## src/hdl/ima_adpcm_packet_decoder_assert.svh

```systemverilog
// Assertion macros for the IMA ADPCM packet decoder top module.
`ifndef IMA_ADPCM_PACKET_DECODER_ASSERT_SVH
`define IMA_ADPCM_PACKET_DECODER_ASSERT_SVH

// Check that a condition implies a consequence in the same cycle.
`define IMADEC_ASSERT_IMPLY(name, clk, rst, ante, cons) \
   name: assert property (@(posedge clk) disable iff (rst) (ante) |-> (cons)) \
      else $error("imadec assertion failed");

// Check that a condition implies a consequence in the following cycle.
`define IMADEC_ASSERT_NEXT(name, clk, rst, ante, cons) \
   name: assert property (@(posedge clk) disable iff (rst) (ante) |=> (cons)) \
      else $error("imadec assertion failed");

`endif

```

## src/hdl/imadec_pkg.sv

```systemverilog
// Types, constants and step tables for the IMA ADPCM packet decoder.
package imadec_pkg;

   localparam int unsigned MAX_STEP_INDEX        = 88;
   localparam int unsigned HDR_BYTES_PER_CHANNEL = 4;

   // channel_count codes
   localparam logic [1:0] CHANNELS_MONO   = 2'd1;
   localparam logic [1:0] CHANNELS_STEREO = 2'd2;

   // result_kind codes
   localparam logic KIND_SAMPLE = 1'b0;
   localparam logic KIND_ERROR  = 1'b1;

   localparam logic signed [15:0] SAMPLE_MIN = 16'sh8000;
   localparam logic signed [15:0] SAMPLE_MAX = 16'sh7fff;

   typedef struct packed {
      logic [7:0]  data_byte;
      logic        packet_start;
      logic [15:0] packet_bytes;
   } req_type;

   typedef struct packed {
      logic               result_kind;
      logic signed [15:0] sample_value;
      logic               channel_number;
      logic [8:0]         subframe_number;
      logic [7:0]         sample_position;
      logic               last_of_item;
      logic               end_of_packet;
   } rsp_type;

   // work queued behind the byte parser, applied in arrival order
   typedef enum logic [1:0] {
      JOB_STEP,
      JOB_PRED,
      JOB_ERROR,
      JOB_DATA
   } job_op_type;

   typedef struct packed {
      job_op_type  op;
      logic        channel;
      logic [15:0] word;
      logic [8:0]  subframe;
      logic [7:0]  position;
      logic        eop;
   } job_type;

   localparam logic [14:0] STEP_TABLE [0:88] = '{
      15'd7, 15'd8, 15'd9, 15'd10, 15'd11, 15'd12, 15'd13, 15'd14, 15'd16, 15'd17,
      15'd19, 15'd21, 15'd23, 15'd25, 15'd28, 15'd31, 15'd34, 15'd37, 15'd41, 15'd45,
      15'd50, 15'd55, 15'd60, 15'd66, 15'd73, 15'd80, 15'd88, 15'd97, 15'd107, 15'd118,
      15'd130, 15'd143, 15'd157, 15'd173, 15'd190, 15'd209, 15'd230, 15'd253, 15'd279,
      15'd307, 15'd337, 15'd371, 15'd408, 15'd449, 15'd494, 15'd544, 15'd598, 15'd658,
      15'd724, 15'd796, 15'd876, 15'd963, 15'd1060, 15'd1166, 15'd1282, 15'd1411,
      15'd1552, 15'd1707, 15'd1878, 15'd2066, 15'd2272, 15'd2499, 15'd2749, 15'd3024,
      15'd3327, 15'd3660, 15'd4026, 15'd4428, 15'd4871, 15'd5358, 15'd5894, 15'd6484,
      15'd7132, 15'd7845, 15'd8630, 15'd9493, 15'd10442, 15'd11487, 15'd12635, 15'd13899,
      15'd15289, 15'd16818, 15'd18500, 15'd20350, 15'd22385, 15'd24623, 15'd27086,
      15'd29794, 15'd32767
   };

   // Step size; indexes above the table saturate to the last entry.
   function automatic logic [14:0] step_size(input logic [6:0] idx);
      if (idx > 7'(MAX_STEP_INDEX)) begin
         return STEP_TABLE[MAX_STEP_INDEX];
      end
      return STEP_TABLE[idx];
   endfunction

   // Step index adjustment for one nibble; the sign bit plays no part.
   function automatic logic signed [4:0] index_adjust(input logic [3:0] nib);
      logic signed [4:0] adj;
      case (nib[2:0])
         3'd4:    adj = 5'sd2;
         3'd5:    adj = 5'sd4;
         3'd6:    adj = 5'sd6;
         3'd7:    adj = 5'sd8;
         default: adj = -5'sd1;
      endcase
      return adj;
   endfunction

endpackage

```

## src/hdl/ima_adpcm_packet_decoder.sv

```systemverilog
// Top level of the IMA ADPCM packet decoder: byte parser, job register, output register.
//
//   channel  dir  handshake              payload
//   req      in   req_valid/req_ready    imadec_pkg::req_type (one packet byte)
//   rsp      out  rsp_valid/rsp_ready    imadec_pkg::rsp_type (one sample or error)
//   csr      in   csr_valid/csr_ready    channel_count, 2 bits
//
// A sample byte's two nibbles pass in turn through the one nibble decoder,
// one result per cycle into the output register while that register is
// free and not held by a stalled rsp. Reset is synchronous; afterwards
// bytes are dropped until a packet start. A stalled rsp holds the output
// register while the job register still takes one more request.
`include "ima_adpcm_packet_decoder_assert.svh"

module ima_adpcm_packet_decoder #(
   parameter int SUBFRAME_SAMPLES = 256
) (
   input  logic                clock,
   input  logic                reset,
   input  logic                req_valid,
   output logic                req_ready,
   input  imadec_pkg::req_type req_payload,
   output logic                rsp_valid,
   input  logic                rsp_ready,
   output imadec_pkg::rsp_type rsp_payload,
   input  logic                csr_valid,
   output logic                csr_ready,
   input  logic [1:0]          csr_data
);

   localparam int SUB_BYTES = SUBFRAME_SAMPLES / 2;
   localparam int K_W       = (SUB_BYTES > 1) ? $clog2(SUB_BYTES) : 1;
   localparam int END_W     = $clog2(65536 + 2 * SUB_BYTES);

   // configuration
   logic [1:0] channel_count_ff, channel_count_in;

   // packet parser state
   logic              stereo_ff,    stereo_in;
   logic [15:0]       packet_len_ff, packet_len_in;
   logic [15:0]       data_len_ff,  data_len_in;
   logic [15:0]       byte_pos_ff,  byte_pos_in;
   logic              discard_ff,   discard_in;
   logic [7:0]        low_hold_ff,  low_hold_in;
   logic [K_W-1:0]    k_ff,         k_in;
   logic              chan_ff,      chan_in;
   logic [8:0]        sf_ff,        sf_in;
   logic [END_W-1:0]  sf_end_ff,    sf_end_in;

   // parser view of the state once a packet start is taken into account
   logic              e_stereo;
   logic [15:0]       e_len;
   logic [15:0]       e_dlen;
   logic [15:0]       e_pos;
   logic              e_discard;
   logic [K_W-1:0]    e_k;
   logic              e_chan;
   logic [8:0]        e_sf;
   logic [END_W-1:0]  e_end;
   logic [15:0]       hdr_bytes;
   logic [END_W-1:0]  group_bytes;
   logic [15:0]       word;
   logic              sf_complete;
   logic              last_sf;

   // job register and nibble phase
   logic                job_valid_ff, job_valid_in;
   imadec_pkg::job_type job_ff;
   imadec_pkg::job_type job_gen;
   logic                job_gen_valid;
   logic                job_done;
   logic                phase_ff, phase_in;

   // channel state
   logic signed [15:0] pred_ff [2];
   logic signed [15:0] pred_in [2];
   logic [6:0]         step_ff [2];
   logic [6:0]         step_in [2];

   // nibble decoder
   logic signed [15:0] nib_sample;
   logic [6:0]         nib_index;
   logic [3:0]         nibble;

   // output register
   logic                rsp_valid_ff, rsp_valid_in;
   imadec_pkg::rsp_type rsp_ff, rsp_in;
   logic                rsp_load;
   logic                slot_free;

   logic req_fire;

   assign req_fire  = req_valid && req_ready;
   assign csr_ready = 1'b1;

   assign channel_count_in = (csr_valid && csr_ready) ? csr_data : channel_count_ff;

   // Restart the packet view on a packet start
   always_comb begin
      if (req_payload.packet_start) begin
         e_stereo = (channel_count_ff == imadec_pkg::CHANNELS_STEREO);
         e_len    = req_payload.packet_bytes;
      end else begin
         e_stereo = stereo_ff;
         e_len    = packet_len_ff;
      end
      hdr_bytes   = e_stereo ? 16'(2 * imadec_pkg::HDR_BYTES_PER_CHANNEL)
                             : 16'(imadec_pkg::HDR_BYTES_PER_CHANNEL);
      group_bytes = e_stereo ? END_W'(2 * SUB_BYTES) : END_W'(SUB_BYTES);
      if (req_payload.packet_start) begin
         e_dlen    = e_len - hdr_bytes;
         e_pos     = '0;
         e_discard = (e_len < hdr_bytes);
         e_k       = '0;
         e_chan    = 1'b0;
         e_sf      = '0;
         e_end     = group_bytes;
      end else begin
         e_dlen    = data_len_ff;
         e_pos     = byte_pos_ff;
         e_discard = discard_ff;
         e_k       = k_ff;
         e_chan    = chan_ff;
         e_sf      = sf_ff;
         e_end     = sf_end_ff;
      end
   end

   assign word        = {req_payload.data_byte, low_hold_ff};
   assign sf_complete = (e_end <= END_W'(e_dlen));
   assign last_sf     = (e_end + group_bytes > END_W'(e_dlen));

   // Parse the accepted byte and queue the work it causes
   always_comb begin
      stereo_in     = stereo_ff;
      packet_len_in = packet_len_ff;
      data_len_in   = data_len_ff;
      byte_pos_in   = byte_pos_ff;
      discard_in    = discard_ff;
      low_hold_in   = low_hold_ff;
      k_in          = k_ff;
      chan_in       = chan_ff;
      sf_in         = sf_ff;
      sf_end_in     = sf_end_ff;
      job_gen_valid = 1'b0;
      job_gen.op       = imadec_pkg::JOB_DATA;
      job_gen.channel  = e_chan;
      job_gen.word     = {8'h00, req_payload.data_byte};
      job_gen.subframe = e_sf;
      job_gen.position = 8'({e_k, 1'b0});
      job_gen.eop      = 1'b0;
      if (req_fire) begin
         stereo_in     = e_stereo;
         packet_len_in = e_len;
         data_len_in   = e_dlen;
         byte_pos_in   = e_pos;
         discard_in    = e_discard;
         k_in          = e_k;
         chan_in       = e_chan;
         sf_in         = e_sf;
         sf_end_in     = e_end;
         if (!e_discard) begin
            if (e_pos >= e_len) begin
               // past the packet length: drop until the next start
               discard_in = 1'b1;
            end else begin
               byte_pos_in = e_pos + 16'd1;
               if (e_pos < hdr_bytes) begin
                  job_gen.channel = e_pos[2];
                  job_gen.word    = word;
                  case (e_pos[1:0])
                     2'd1: begin
                        job_gen_valid = 1'b1;
                        if (word > 16'(imadec_pkg::MAX_STEP_INDEX)) begin
                           discard_in = 1'b1;
                           job_gen.op = imadec_pkg::JOB_ERROR;
                        end else begin
                           job_gen.op = imadec_pkg::JOB_STEP;
                        end
                     end
                     2'd3: begin
                        job_gen_valid = 1'b1;
                        job_gen.op    = imadec_pkg::JOB_PRED;
                     end
                     default: begin
                        low_hold_in = req_payload.data_byte;
                     end
                  endcase
               end else if (sf_complete) begin
                  // sample byte of a complete subframe
                  job_gen_valid = 1'b1;
                  job_gen.eop   = last_sf && (e_chan == e_stereo) &&
                                  (e_k == K_W'(SUB_BYTES - 1));
                  if (e_k == K_W'(SUB_BYTES - 1)) begin
                     k_in = '0;
                     if (e_chan == e_stereo) begin
                        chan_in   = 1'b0;
                        sf_in     = e_sf + 9'd1;
                        sf_end_in = e_end + group_bytes;
                     end else begin
                        chan_in = 1'b1;
                     end
                  end else begin
                     k_in = e_k + K_W'(1);
                  end
               end
            end
         end
      end
   end

   // Decode the nibble that the current phase selects
   assign nibble = phase_ff ? job_ff.word[7:4] : job_ff.word[3:0];

   imadec_nibble u_nibble (
      .predictor  (pred_ff[job_ff.channel]),
      .step_index (step_ff[job_ff.channel]),
      .nibble     (nibble),
      .sample     (nib_sample),
      .next_index (nib_index)
   );

   assign slot_free = !rsp_valid_ff || rsp_ready;

   // Apply the queued job to the channel state and fill the output register
   always_comb begin
      job_done = 1'b0;
      rsp_load = 1'b0;
      phase_in = phase_ff;
      pred_in  = pred_ff;
      step_in  = step_ff;
      rsp_in.result_kind     = imadec_pkg::KIND_SAMPLE;
      rsp_in.sample_value    = nib_sample;
      rsp_in.channel_number  = job_ff.channel;
      rsp_in.subframe_number = job_ff.subframe;
      rsp_in.sample_position = {job_ff.position[7:1], phase_ff};
      rsp_in.last_of_item    = phase_ff;
      rsp_in.end_of_packet   = phase_ff && job_ff.eop;
      if (job_valid_ff) begin
         unique case (job_ff.op)
            imadec_pkg::JOB_STEP: begin
               step_in[job_ff.channel] = job_ff.word[6:0];
               job_done = 1'b1;
            end
            imadec_pkg::JOB_PRED: begin
               pred_in[job_ff.channel] = $signed(job_ff.word);
               job_done = 1'b1;
            end
            imadec_pkg::JOB_ERROR: begin
               rsp_in.result_kind     = imadec_pkg::KIND_ERROR;
               rsp_in.sample_value    = '0;
               rsp_in.subframe_number = '0;
               rsp_in.sample_position = '0;
               rsp_in.last_of_item    = 1'b1;
               rsp_in.end_of_packet   = 1'b0;
               if (slot_free) begin
                  rsp_load = 1'b1;
                  job_done = 1'b1;
               end
            end
            imadec_pkg::JOB_DATA: begin
               if (slot_free) begin
                  rsp_load = 1'b1;
                  pred_in[job_ff.channel] = nib_sample;
                  step_in[job_ff.channel] = nib_index;
                  phase_in = !phase_ff;
                  job_done = phase_ff;
               end
            end
            default: begin
               job_done = 1'b1;
            end
         endcase
      end
   end

   assign req_ready    = !job_valid_ff || job_done;
   assign job_valid_in = job_gen_valid || (job_valid_ff && !job_done);
   assign rsp_valid_in = rsp_load || (rsp_valid_ff && !rsp_ready);

   // Control and channel state
   always_ff @(posedge clock) begin
      if (reset) begin
         channel_count_ff <= imadec_pkg::CHANNELS_MONO;
         stereo_ff        <= 1'b0;
         packet_len_ff    <= '0;
         data_len_ff      <= '0;
         byte_pos_ff      <= '0;
         discard_ff       <= 1'b1;
         low_hold_ff      <= '0;
         k_ff             <= '0;
         chan_ff          <= 1'b0;
         sf_ff            <= '0;
         sf_end_ff        <= '0;
         job_valid_ff     <= 1'b0;
         phase_ff         <= 1'b0;
         rsp_valid_ff     <= 1'b0;
         pred_ff          <= '{default: '0};
         step_ff          <= '{default: '0};
      end else begin
         channel_count_ff <= channel_count_in;
         stereo_ff        <= stereo_in;
         packet_len_ff    <= packet_len_in;
         data_len_ff      <= data_len_in;
         byte_pos_ff      <= byte_pos_in;
         discard_ff       <= discard_in;
         low_hold_ff      <= low_hold_in;
         k_ff             <= k_in;
         chan_ff          <= chan_in;
         sf_ff            <= sf_in;
         sf_end_ff        <= sf_end_in;
         job_valid_ff     <= job_valid_in;
         phase_ff         <= phase_in;
         rsp_valid_ff     <= rsp_valid_in;
         pred_ff          <= pred_in;
         step_ff          <= step_in;
      end
   end

   // Payload registers
   always_ff @(posedge clock) begin
      if (job_gen_valid) begin
         job_ff <= job_gen;
      end
      if (rsp_load) begin
         rsp_ff <= rsp_in;
      end
   end

   assign rsp_valid   = rsp_valid_ff;
   assign rsp_payload = rsp_ff;

   // Step indexes stay inside the table
   `IMADEC_ASSERT_IMPLY(a_step_range, clock, reset, 1'b1,
      (step_ff[0] <= 7'(imadec_pkg::MAX_STEP_INDEX)) &&
      (step_ff[1] <= 7'(imadec_pkg::MAX_STEP_INDEX)))

   // High nibble phase only while a sample byte is held
   `IMADEC_ASSERT_IMPLY(a_phase_data, clock, reset, phase_ff,
      job_valid_ff && (job_ff.op == imadec_pkg::JOB_DATA))

   // A low nibble result is followed by the high nibble of the same byte
   `IMADEC_ASSERT_NEXT(a_low_then_high, clock, reset,
      job_valid_ff && (job_ff.op == imadec_pkg::JOB_DATA) && !phase_ff && slot_free,
      phase_ff && job_valid_ff && rsp_valid_ff)

   // Error results close their byte and carry no sample
   `IMADEC_ASSERT_IMPLY(a_error_shape, clock, reset,
      rsp_valid_ff && (rsp_ff.result_kind == imadec_pkg::KIND_ERROR),
      rsp_ff.last_of_item && !rsp_ff.end_of_packet && (rsp_ff.sample_value == 16'sd0))

endmodule

```

## src/hdl/imadec_nibble.sv

```systemverilog
// One IMA ADPCM nibble decode: predictor update, clamping and step index update.
module imadec_nibble (
   input  logic signed [15:0] predictor,
   input  logic [6:0]         step_index,
   input  logic [3:0]         nibble,
   output logic signed [15:0] sample,
   output logic [6:0]         next_index
);

   logic [14:0]        step;
   logic [3:0]         odd_mult;
   logic [18:0]        product;
   logic [15:0]        diff;
   logic signed [17:0] pred_ext;
   logic signed [17:0] diff_ext;
   logic signed [17:0] sum;
   logic signed [4:0]  adjust;
   logic signed [7:0]  idx_sum;

   // Scale the step by (2 * magnitude + 1) / 8
   assign step     = imadec_pkg::step_size(step_index);
   assign odd_mult = {nibble[2:0], 1'b1};
   assign product  = 19'(odd_mult) * 19'(step);
   assign diff     = product[18:3];

   // Add or subtract the difference, then clamp to 16 bits
   assign pred_ext = {{2{predictor[15]}}, predictor};
   assign diff_ext = $signed({2'b00, diff});
   assign sum      = nibble[3] ? (pred_ext - diff_ext) : (pred_ext + diff_ext);

   always_comb begin
      if (sum < 18'(imadec_pkg::SAMPLE_MIN)) begin
         sample = imadec_pkg::SAMPLE_MIN;
      end else if (sum > 18'(imadec_pkg::SAMPLE_MAX)) begin
         sample = imadec_pkg::SAMPLE_MAX;
      end else begin
         sample = sum[15:0];
      end
   end

   // Move the step index and hold it within the table
   assign adjust  = imadec_pkg::index_adjust(nibble);
   assign idx_sum = $signed({1'b0, step_index}) + {{3{adjust[4]}}, adjust};

   always_comb begin
      if (idx_sum < 8'sd0) begin
         next_index = '0;
      end else if (idx_sum > 8'(imadec_pkg::MAX_STEP_INDEX)) begin
         next_index = 7'(imadec_pkg::MAX_STEP_INDEX);
      end else begin
         next_index = idx_sum[6:0];
      end
   end

endmodule
```

## config.mk

```make
export PLATFORM = sky130hd
export DESIGN_NAME = ima_adpcm_packet_decoder
export DESIGN_NICKNAME = d
export VERILOG_FILES = /design/src/hdl/imadec_pkg.sv /design/src/hdl/ima_adpcm_packet_decoder.sv /design/src/hdl/imadec_nibble.sv
export VERILOG_INCLUDE_DIRS = /design/src /design/src/hdl
export SDC_FILE = /design/constraint.sdc
export NUM_CORES = 1
export LEC_CHECK = 0
export CAP_MARGIN = 15
export CORE_MARGIN = 2
export CORE_UTILIZATION = 61
export CTS_BUF_LIST = sky130_fd_sc_hd__clkbuf_8
export CTS_CLUSTER_SIZE = 24
export DETAILED_ROUTE_END_ITERATION = 10
export DONT_BUFFER_PORTS = 1
export PLACE_DENSITY_LB_ADDON = 0.12
export SYNTH_ARGS = -nofsm -noshare
export SYNTH_HDL_FRONTEND = slang
export SYNTH_SLANG_ARGS = --single-unit
```

## constraint.sdc

```tcl
create_clock -name clock -period 9.4 [get_ports clock]
set_input_delay 1.88 -clock clock [delete_from_list [all_inputs] [get_ports clock]]
set_output_delay 1.88 -clock clock [all_outputs]
set_load 0.02 [all_outputs]
```

# [After elaboration in Yosys (flattened, before gate mapping)]
# Memories as Yosys holds them, arrays and structs flattened.
# Cells that the tools add are included.
[classes] add_sub_neg=8 mul=1 n_div=0 order_cmp=14 n_eq_ne=13 shifts=0 muxes=93 n_bitwise=8 n_reduce_logical=28
[op_table] operator="$mux 17" n=12
[op_table] operator="$mux 16" n=12
[op_table] operator="$mux 7" n=12
[op_table] operator="$mux 9" n=8
[op_table] operator="$bwmux 32" n=2
[op_table] operator="$pmux 32 s2" n=1
[op_table] operator="$mux 15" n=4
[op_table] operator="$mux 19" n=2
[op_table] operator="$lt 16x4->1" n=2
[op_table] operator="$mux 32" n=1
[op_table] operator="$bwmux 14" n=2
[op_table] operator="$pmux 14 s2" n=1
[op_table] operator="$mux 1" n=26
[op_table] operator="$pmux 5 s4" n=1
[op_table] operator="$mul 4x15->19" n=1
[op_table] operator="$add 16x17->18" n=1
[op_table] operator="$gt 18x16->1 const B" n=1
[op_table] operator="$lt 18x16->1 const B" n=1
[op_table] operator="$mux 18" n=1
[op_table] operator="$sub 16x17->18" n=1
[op_table] operator="$add 17x9->17" n=1
[op_table] operator="$gt 17x16->1" n=1
[op_table] operator="$le 17x16->1" n=1
[op_table] operator="$add 16x1->16 const B" n=1
[op_table] operator="other kinds (38)" n=69
[totals] regBits=216 latch_bits=0 mem_bits_rw=0 rom_bits=1920 word_cells=198 mem_count=1
[mem_list] name="(no name shown)" words=128 word_bits=15 rd=1 rd_ports_with_merged_regs=0 write_ports=0 line="imadec_pkg.sv:70" source="return STEP_TABLE[idx];"

# [Logic depth before layout (Yosys ltp)]
# Gate-level depths: netlist of run 1.
[depth] depth_word=18 depth_mapped=43 mapped_depth_nobuf=38

# [Hierarchy]
# From an unflattened synthesis of run 1, not the netlist that was laid out.
[unflattened] hier_cells=1963 hier_area_um2=16463.3
[modules_own_cells] mod="ima_adpcm_packet_decoder" n_inst=1 cells_each=1153 area_per_inst_um2=10974.3 seq_area_each_um2=5054.8
[modules_own_cells] mod="imadec_nibble" n_inst=1 cells_each=810 area_per_inst_um2=5489.0 seq_area_each_um2=0.0

# [Worst setup path before layout of run 1]
# Ideal clock, no wire load.
[synth_timing] kind="reg2reg" from="reg job_ff[34] (netlist name)" to="reg rsp_ff (netlist bit rsp_payload[26]) (data pin)" arrival_ns=8.762 required_time_ns=9.135 path_slack_ns=0.373 path_stages_with_launch=38 path_buffers=3 path_cell_list="edfxtp_1 -> buf_6 -> mux2i_1 -> ha_1 -> clkbuf_1 -> nor2_1 -> nor3_1 -> a311oi_1 -> nor3_1 -> nor4_1 -> nor2_1 -> fa_1 -> inv_1 -> fa_1 -> inv_1 -> ha_1 -> o21a_1 -> o21ai_0 -> [... 2 more ...] -> xnor2_1 -> or4b_4 -> a211oi_4 -> and2_4 -> nor2_1 -> xnor2_1 -> ha_1 -> a21o_1 -> nand2_1 -> nand3b_1 -> o311a_1 -> a2111oi_0 -> nor2_1 -> a211oi_1 -> o311ai_2 -> buf_6 -> a21oi_1 -> nor2_1"
[synth_rtl] item="start, declared" line="ima_adpcm_packet_decoder.sv:68" source="imadec_pkg::job_type job_ff;"
[synth_rtl] item="start signal, assigned" line="ima_adpcm_packet_decoder.sv:323" source="job_ff <= job_gen;"
[synth_rtl] item="end signal, assigned" line="ima_adpcm_packet_decoder.sv:326" source="rsp_ff <= rsp_in;"
[synth_rtl] item="end, declared" line="ima_adpcm_packet_decoder.sv:87" source="imadec_pkg::rsp_type rsp_ff, rsp_in;"

==> metrics.md, run 1 <==
| Metric | Value |
|---|---|
| Status | completed |
| HP Class | reg2reg |
| Placement Setup Slack | roughly 0.062 ns |
| Final Setup Violations | 0 |
| Port bufs | 0 |
| Die Ht | 168 µm |
| Worst-path clk slew | 0.06 ns |
| Post-Synthesis Cells | about 2,000 |
| TritonCTS Buffers | 37 |
| Share of post-route cells with drive strength above 1 | 13.4% |
| Setup crit end kind | register |
| Critical Path Source Type | register |
| Post-Layout Cell Count | 2,404 |
| Syn. warnings | 0 |
| DRT antenna net count | 0 |
| Final worst slack | 0.418 ns |
| Inserted Diodes | 0 |
| Cells after DPL | 2,325 |
| Slew Viols, Final | 0 |
| Min Tclk post-route | roughly 9 ns |
| Die Area | 28,300 µm² |
| Leak | 7.53 nW |
| Async SR Flop Fraction | 0% |
| Global placement routability congestion | 0.939 |
| Most frequent cells in the layout | 239 x nor2_1, 156 x nand2_1, 143 x dfxtp_1 |
| Nets | around 2,200 |
| Peak VDD IR | 0.000181 V |
| Hold Fails Final Rpt | 0 |
| # rows | 60 |
| Slew headroom | 36.3% |
| Final wirelength | 48,200 µm |
| Die Width | about 170 µm |
| Starting density of the core | 61.6% |
| Pin count of the biggest net entering global routing | roughly 110 |
| Most common cell after layout, fill and taps aside | nor2_1 |
| Max Root-Sink Buffers | 3 |
| Clock Latency Late Sink | approximately 0.55 ns |
| Vias per Instance | 6.42 |
| Starting DRT DRC Count | 1,683 |
| Share of the yosys chip area belonging to registers | 30.7% |
| CTS tree | yes |
| CTS sink cnt | 216 |
| Worst-path fanout max | 8 |
| Synth Flop Type | dfxtp_1 |
| Post-Syn Nets | 2,171 |
| Wire per inst | ~20 µm |
| Post-route core utilization | 68.3% |
| Area delta synth->final | 10.9% |
| Placed Area | 17,200 µm² |
| Slowest CP cell | fa_1 |
| Fmax | between 0.1 and 0.15 GHz |
| Root buf cell | clkbuf_8 |
| H-tree depth | 2 |
| WP data arrival | just over 9 ns |
| Ports | 72 |
| Cell area after synthesis | 16,500 µm² |
| Max-Cap Viols | 0 |
| Max stage delay on crit path | between 0.5 and 0.6 ns |
| Final HPWL DP | 35,100 µm |
| DRT Pass-1 Iters | 6 |
| Tightest Pin Transition | 0.953 ns |
| Setup Skew | ~0.035 ns |
| Core box area | about 27,000 µm² |
| Power per cell area | 134 nW/µm² |
| Number of synthesized register bits | 216 |
| Grt ovf | 0 |
| Synthesized area per cell | 8.22 µm² |
| Synth cell types | 93 |
| Post-route DRC | 0 |
| Total GRT Usage | between 30 and 40% |
| Tot Pwr | around 2.4 mW |
| CP Data Required Time | 9.66 ns |
| First-pass GRT wire length | 77,300 µm |
| Post-synth EDFFs | 73 |
| Final Cell Area | 18,300 µm² |
| Kind of critical path | reg2reg |
| Vias in the first global route | 14,652 |
| Via Count | about 15,000 |
| Final worst-path cycle share | 95.6% |
| Initial antenna violation count | 0 |
[worst max-delay path, delay by kind of cell (launching register included)]
kind / cells / cell delay [ns]
AO/OA/AOI/OAI: 14 / 3.03
adder cells (fa/ha/maj): 5 / 2.11
AND/OR/NAND/NOR: 10 / 1.62
buffers and inverters: 5 / 0.86
flip-flops: 1 / 0.47
XOR/XNOR: 2 / 0.42
multiplexers: 1 / 0.22
[area by class of cell]
cell class              instances  area, µm²
multi-input cells            1575      10800
fillers                      2227       8470
flip-flops and latches        216       5050
inverters                     100        380
clock buffers                  43        592
well taps                     341        427
repair buffers                107        895
clock inverters                22        153
[path summary, 6_finish.rpt]
path,start,endpoint,slack [ns],cells past startpoint
worst max-delay path,job_ff[34]$_DFFE_PP_,rsp_payload[21]$_DFFE_PP_,0.42,37
worst min-delay path,sf_end_ff[1]$_SDFFE_PP0P_,sf_end_ff[1]$_SDFFE_PP0P_,0.45,1
worst max register to register,job_ff[34]$_DFFE_PP_,rsp_payload[21]$_DFFE_PP_,0.42,37
worst min register to register,sf_end_ff[1]$_SDFFE_PP0P_,sf_end_ff[1]$_SDFFE_PP0P_,0.45,1
[flip-flops by register name (all words and copies together) (netlist names), 9 cells and up]
register and flops:
rsp_payload 37, job_ff 36, pred_ff 32, sf_end_ff 17, byte_pos_ff 16, data_len_ff 16, packet_len_ff 16, step_ff 14
sf_ff 9
[kinds of logic (layout without fill, tap and decap cells)]
family / after synthesis / count (layout) / share of synthesized area [%]
mux: 79 / 79 / 5.39
simple gates: 743 / 743 / 21.7
xor+xnor: 70 / 70 / 3.72
flops: 216 / 216 / 30.7
buf+inv: 213 / 272 / 5.13
other cells: 1 / 1 / 0.0228
compound gates: 545 / 545 / 21.6
fa+ha+maj: 137 / 137 / 11.7
[metal layers]
metal	vias up	track usage (%)	share of wire, %
li1	7300	-	-
met1	7292	48.1	45
met2	720	52.0	45
met3	122	4.96	7.8
met4	0	10.8	2.9
met5	-	0	0
[repair_timing]
action | CTS | global route
pin swaps | 0 | 11
hold buffers | 0 | 0
setup endpoints to repair | 1 | 48
gates cloned | 0 | 1
gates resized for setup | 1 | 53
setup buffers | 0 | 13
[synth_stat cells (48+ instances only)]
library cell / instances / area share (%)
ha_1: 105 / 8.0
a21oi_1: 147 / 4.5
o21ai_0: 110 / 3.3
edfxtp_1: 73 / 13
clkbuf_1: 87 / 2.0
nor3_1: 48 / 1.5
inv_1: 91 / 2.1
a211oi_1: 48 / 2.2
nand2_1: 156 / 3.6
nor2_1: 245 / 5.6
dfxtp_1: 143 / 17
nand3_1: 55 / 1.7
nor2b_1: 75 / 2.8
[power by group]
group	internal [mW]	switching, mW
combinational	0.228	0.346
sequential	0.993	0.0146
clock	0.475	0.388
[through the flow]
stage | hold slack (ns) | setup TNS (ns)
finish | 0.453 | 0
global route | 0.468 | -0.0966
CTS | 0.453 | 0
detailed placement | 0.436 | 0
global placement | 0.435 | 0
floorplan | 0.421 | 0
Note: power is estimated with default switching activity, not from simulation.
==> inputs of run 2 (changes only) <==
- CTS_BUF_LIST: sky130_fd_sc_hd__clkbuf_8 -> sky130_fd_sc_hd__clkbuf_2 sky130_fd_sc_hd__clkbuf_4 sky130_fd_sc_hd__clkbuf_8
- PLACE_DENSITY: default -> 0.81
- PLACE_DENSITY_LB_ADDON: 0.12 -> default
==> run 2 against run 1 <==
Worst hold slack got worse by 0.0039 ns. Clock skew shrank 0.0024 ns. Via count increased by 1.4%. Largest power group unchanged. Register-to-register slack better by 0.02 ns. Sequential power about the same. Largest cell class unchanged. Core utilization increased by 0.40 points. Critical path type unchanged.
==> metrics.md, run 2 (synthesized netlist as in run 1, its figures left out) <==
| Metric | Value |
|---|---|
| Status | completed (unchanged) |
| Via Count | 15,643 (was 15,434) |
| Tot Pwr | 2.55 mW (was 2.44 mW) |
| Clock Latency Late Sink | 0.55 ns (about the same) |
| Power per cell area | 139 nW/µm² (was 134 nW/µm²) |
| Kind of critical path | reg2reg (unchanged) |
| Slowest CP cell | fa_1 (unchanged) |
| Final HPWL DP | 35,400 µm (was 35,100 µm) |
| CTS tree | yes (unchanged) |
| Starting DRT DRC Count | 1,733 (was 1,683) |
| Critical Path Source Type | register (unchanged) |
| Max stage delay on crit path | 0.54 ns (was 0.53 ns) |
| HP Class | reg2reg (unchanged) |
| Nets | 2,207 (was 2,204) |
| Slew headroom | 33.5% (was 36.3%) |
| Share of post-route cells with drive strength above 1 | 14.3% (was 13.4%) |
| CTS sink cnt | 216 (unchanged) |
| Die Ht | 168 µm (unchanged) |
| CP Data Required Time | 9.79 ns (was 9.66 ns) |
| Vias in the first global route | 14,765 (was 14,652) |
| Max reg flops | 37 (unchanged) |
| DRT Pass-1 Iters | 6 (unchanged) |
| WP data arrival | 9.34 ns (was 9.24 ns) |
| Post-route DRC | 0 (unchanged) |
| Max-Cap Viols | 0 (unchanged) |
| Final Setup Violations | 0 (unchanged) |
| Final Cell Area | 18,400 µm² (was 18,300 µm²) |
| Final worst-path cycle share | 95.3% (was 95.6%) |
| Area delta synth->final | 11.5% (was 10.9%) |
| Tightest Pin Transition | 0.997 ns (was 0.953 ns) |
| Leak | 7.54 nW (was 7.53 nW) |
| Grt ovf | 0 (unchanged) |
| Fmax | 0.112 GHz (was 0.111 GHz) |
| Worst-path fanout max | 7 (was 8) |
| TritonCTS Buffers | 39 (was 37) |
| # rows | 60 (unchanged) |
| Min Tclk post-route | 8.96 ns (was 8.98 ns) |
| Starting density of the core | 61.6% (unchanged) |
| Vias per Instance | 6.49 (was 6.42) |
| Total GRT Usage | 33.8% (was 33.5%) |
| H-tree depth | 2 (unchanged) |
| DRT antenna net count | 0 (unchanged) |
| Final worst slack | 0.442 ns (was 0.418 ns) |
| Placement Setup Slack | 0.166 ns (was 0.0625 ns) |
| Slew Viols, Final | 0 (unchanged) |
| Hold Fails Final Rpt | 0 (unchanged) |
| Setup crit end kind | register (unchanged) |
| Top cell by count, worst path | nor2_1 |
| Most frequent cells in the layout | 237 x nor2_1, 156 x nand2_1, 143 x dfxtp_1 (was 239 x nor2_1, 156 x nand2_1, 143 x dfxtp_1) |
| Port bufs | 0 (unchanged) |
| Core box area | 26,700 µm² (unchanged) |
| Most common cell after layout, fill and taps aside | nor2_1 (unchanged) |
| Setup Skew | 0.0329 ns (was 0.0352 ns) |
| Root buf cell | clkbuf_8 (unchanged) |
| Placed Area | 17,200 µm² (about the same) |
| Die Area | 28,300 µm² (unchanged) |
| Worst-path clk slew | 0.06 ns (about the same) |
| Ports | 72 (unchanged) |
| Max Root-Sink Buffers | 3 (unchanged) |
| Pin count of the biggest net entering global routing | 111 (unchanged) |
| Initial antenna violation count | 0 (unchanged) |
| Wire per inst | 20.2 µm (was 20.1 µm) |
| Inserted Diodes | 0 (unchanged) |
| Global placement routability congestion | 0.992 (was 0.939) |
| Die Width | 168 µm (unchanged) |
| First-pass GRT wire length | 77,500 µm (was 77,300 µm) |
| Peak VDD IR | 0.000139 V (was 0.000181 V) |
| Final wirelength | 48,700 µm (was 48,200 µm) |
==> run 2: cell count changes in the layout (fill, tap and decap cells not counted), moves of 3 or more <==
cell,previous run,this run
o21ai_0,104,107
clkbuf_4,0,8
clkbuf_8,43,49
inv_1,99,91
==> run 2: per-layer routing <==
| layer | global-route usage [%] | part of all wire [%] |
|---|---|---|
| met5 | 0 | 0 |
| met1 | 46.0 | 43 |
| met3 | 5.29 | 7.5 |
| met2 | 55.6 | 47 |
| met4 | 9.86 | 2.8 |
==> run 2: where the power goes <==
| group | switching [mW] | internal (mW) | total, mW |
|---|---|---|---|
| Sequential | 0.0146 | 0.993 | 1.01 |
| Clock | 0.414 | 0.558 | 0.972 |
| Combinational | 0.345 | 0.228 | 0.574 |
| Total | 0.774 | 1.78 | 2.55 |
==> run 2: layout make-up <==
type / instances / area [µm²]
clock buffer: 57 / 734
clock inverter: 12 / 116
fill: 2188 / 8360
inverter: 100 / 380
multi-input combinational: 1575 / 10800
sequential: 216 / 5050
tap: 341 / 427
timing repair buffer: 108 / 880
==> run 2: through the flow <==
step / TNS, ns / hold slack, ns / utilization (%) / cells
6_report: 0 / 0.449 / 68.7 / 2409
4_1_cts: 0 / 0.448 / 67.7 / 2400
5_1_grt: -0.0373 / 0.463 / 68.7 / 2409
3_3_place_gp: 0 / 0.435 / 64.5 / 2331
2_1_floorplan: 0 / 0.421 / - / 2004
3_5_place_dp: 0 / 0.439 / 64.5 / 2331
==> run 2: what timing repair did <==
| action | CTS | global route |
|---|---|---|
| endpoints found under the setup margin | 0 | 46 |
| hold buffers | 0 | 0 |
| setup buffers | 0 | 8 |
| resized for setup | 0 | 54 |
==> run 2: critical path: cells and delay by family (launching register included) <==
family          cells  cell delay, ns
buf+inv             4            0.65
flops               1            0.50
fa+ha+maj           5            2.01
mux                 1            0.32
compound gates     15            3.23
simple gates       10            1.62
xor+xnor            2            0.47
==> run 2: final timing paths <==
check                               to  cells after the start                       from  slack, ns
min          sf_end_ff[2]$_SDFFE_PP0P_                      1  sf_end_ff[2]$_SDFFE_PP0P_       0.45
max reg2reg    pred_ff[3]$_SDFFE_PP0P_                     37       job_ff[34]$_DFFE_PP_       0.44
min reg2reg  sf_end_ff[2]$_SDFFE_PP0P_                      1  sf_end_ff[2]$_SDFFE_PP0P_       0.45
max            pred_ff[3]$_SDFFE_PP0P_                     37       job_ff[34]$_DFFE_PP_       0.44
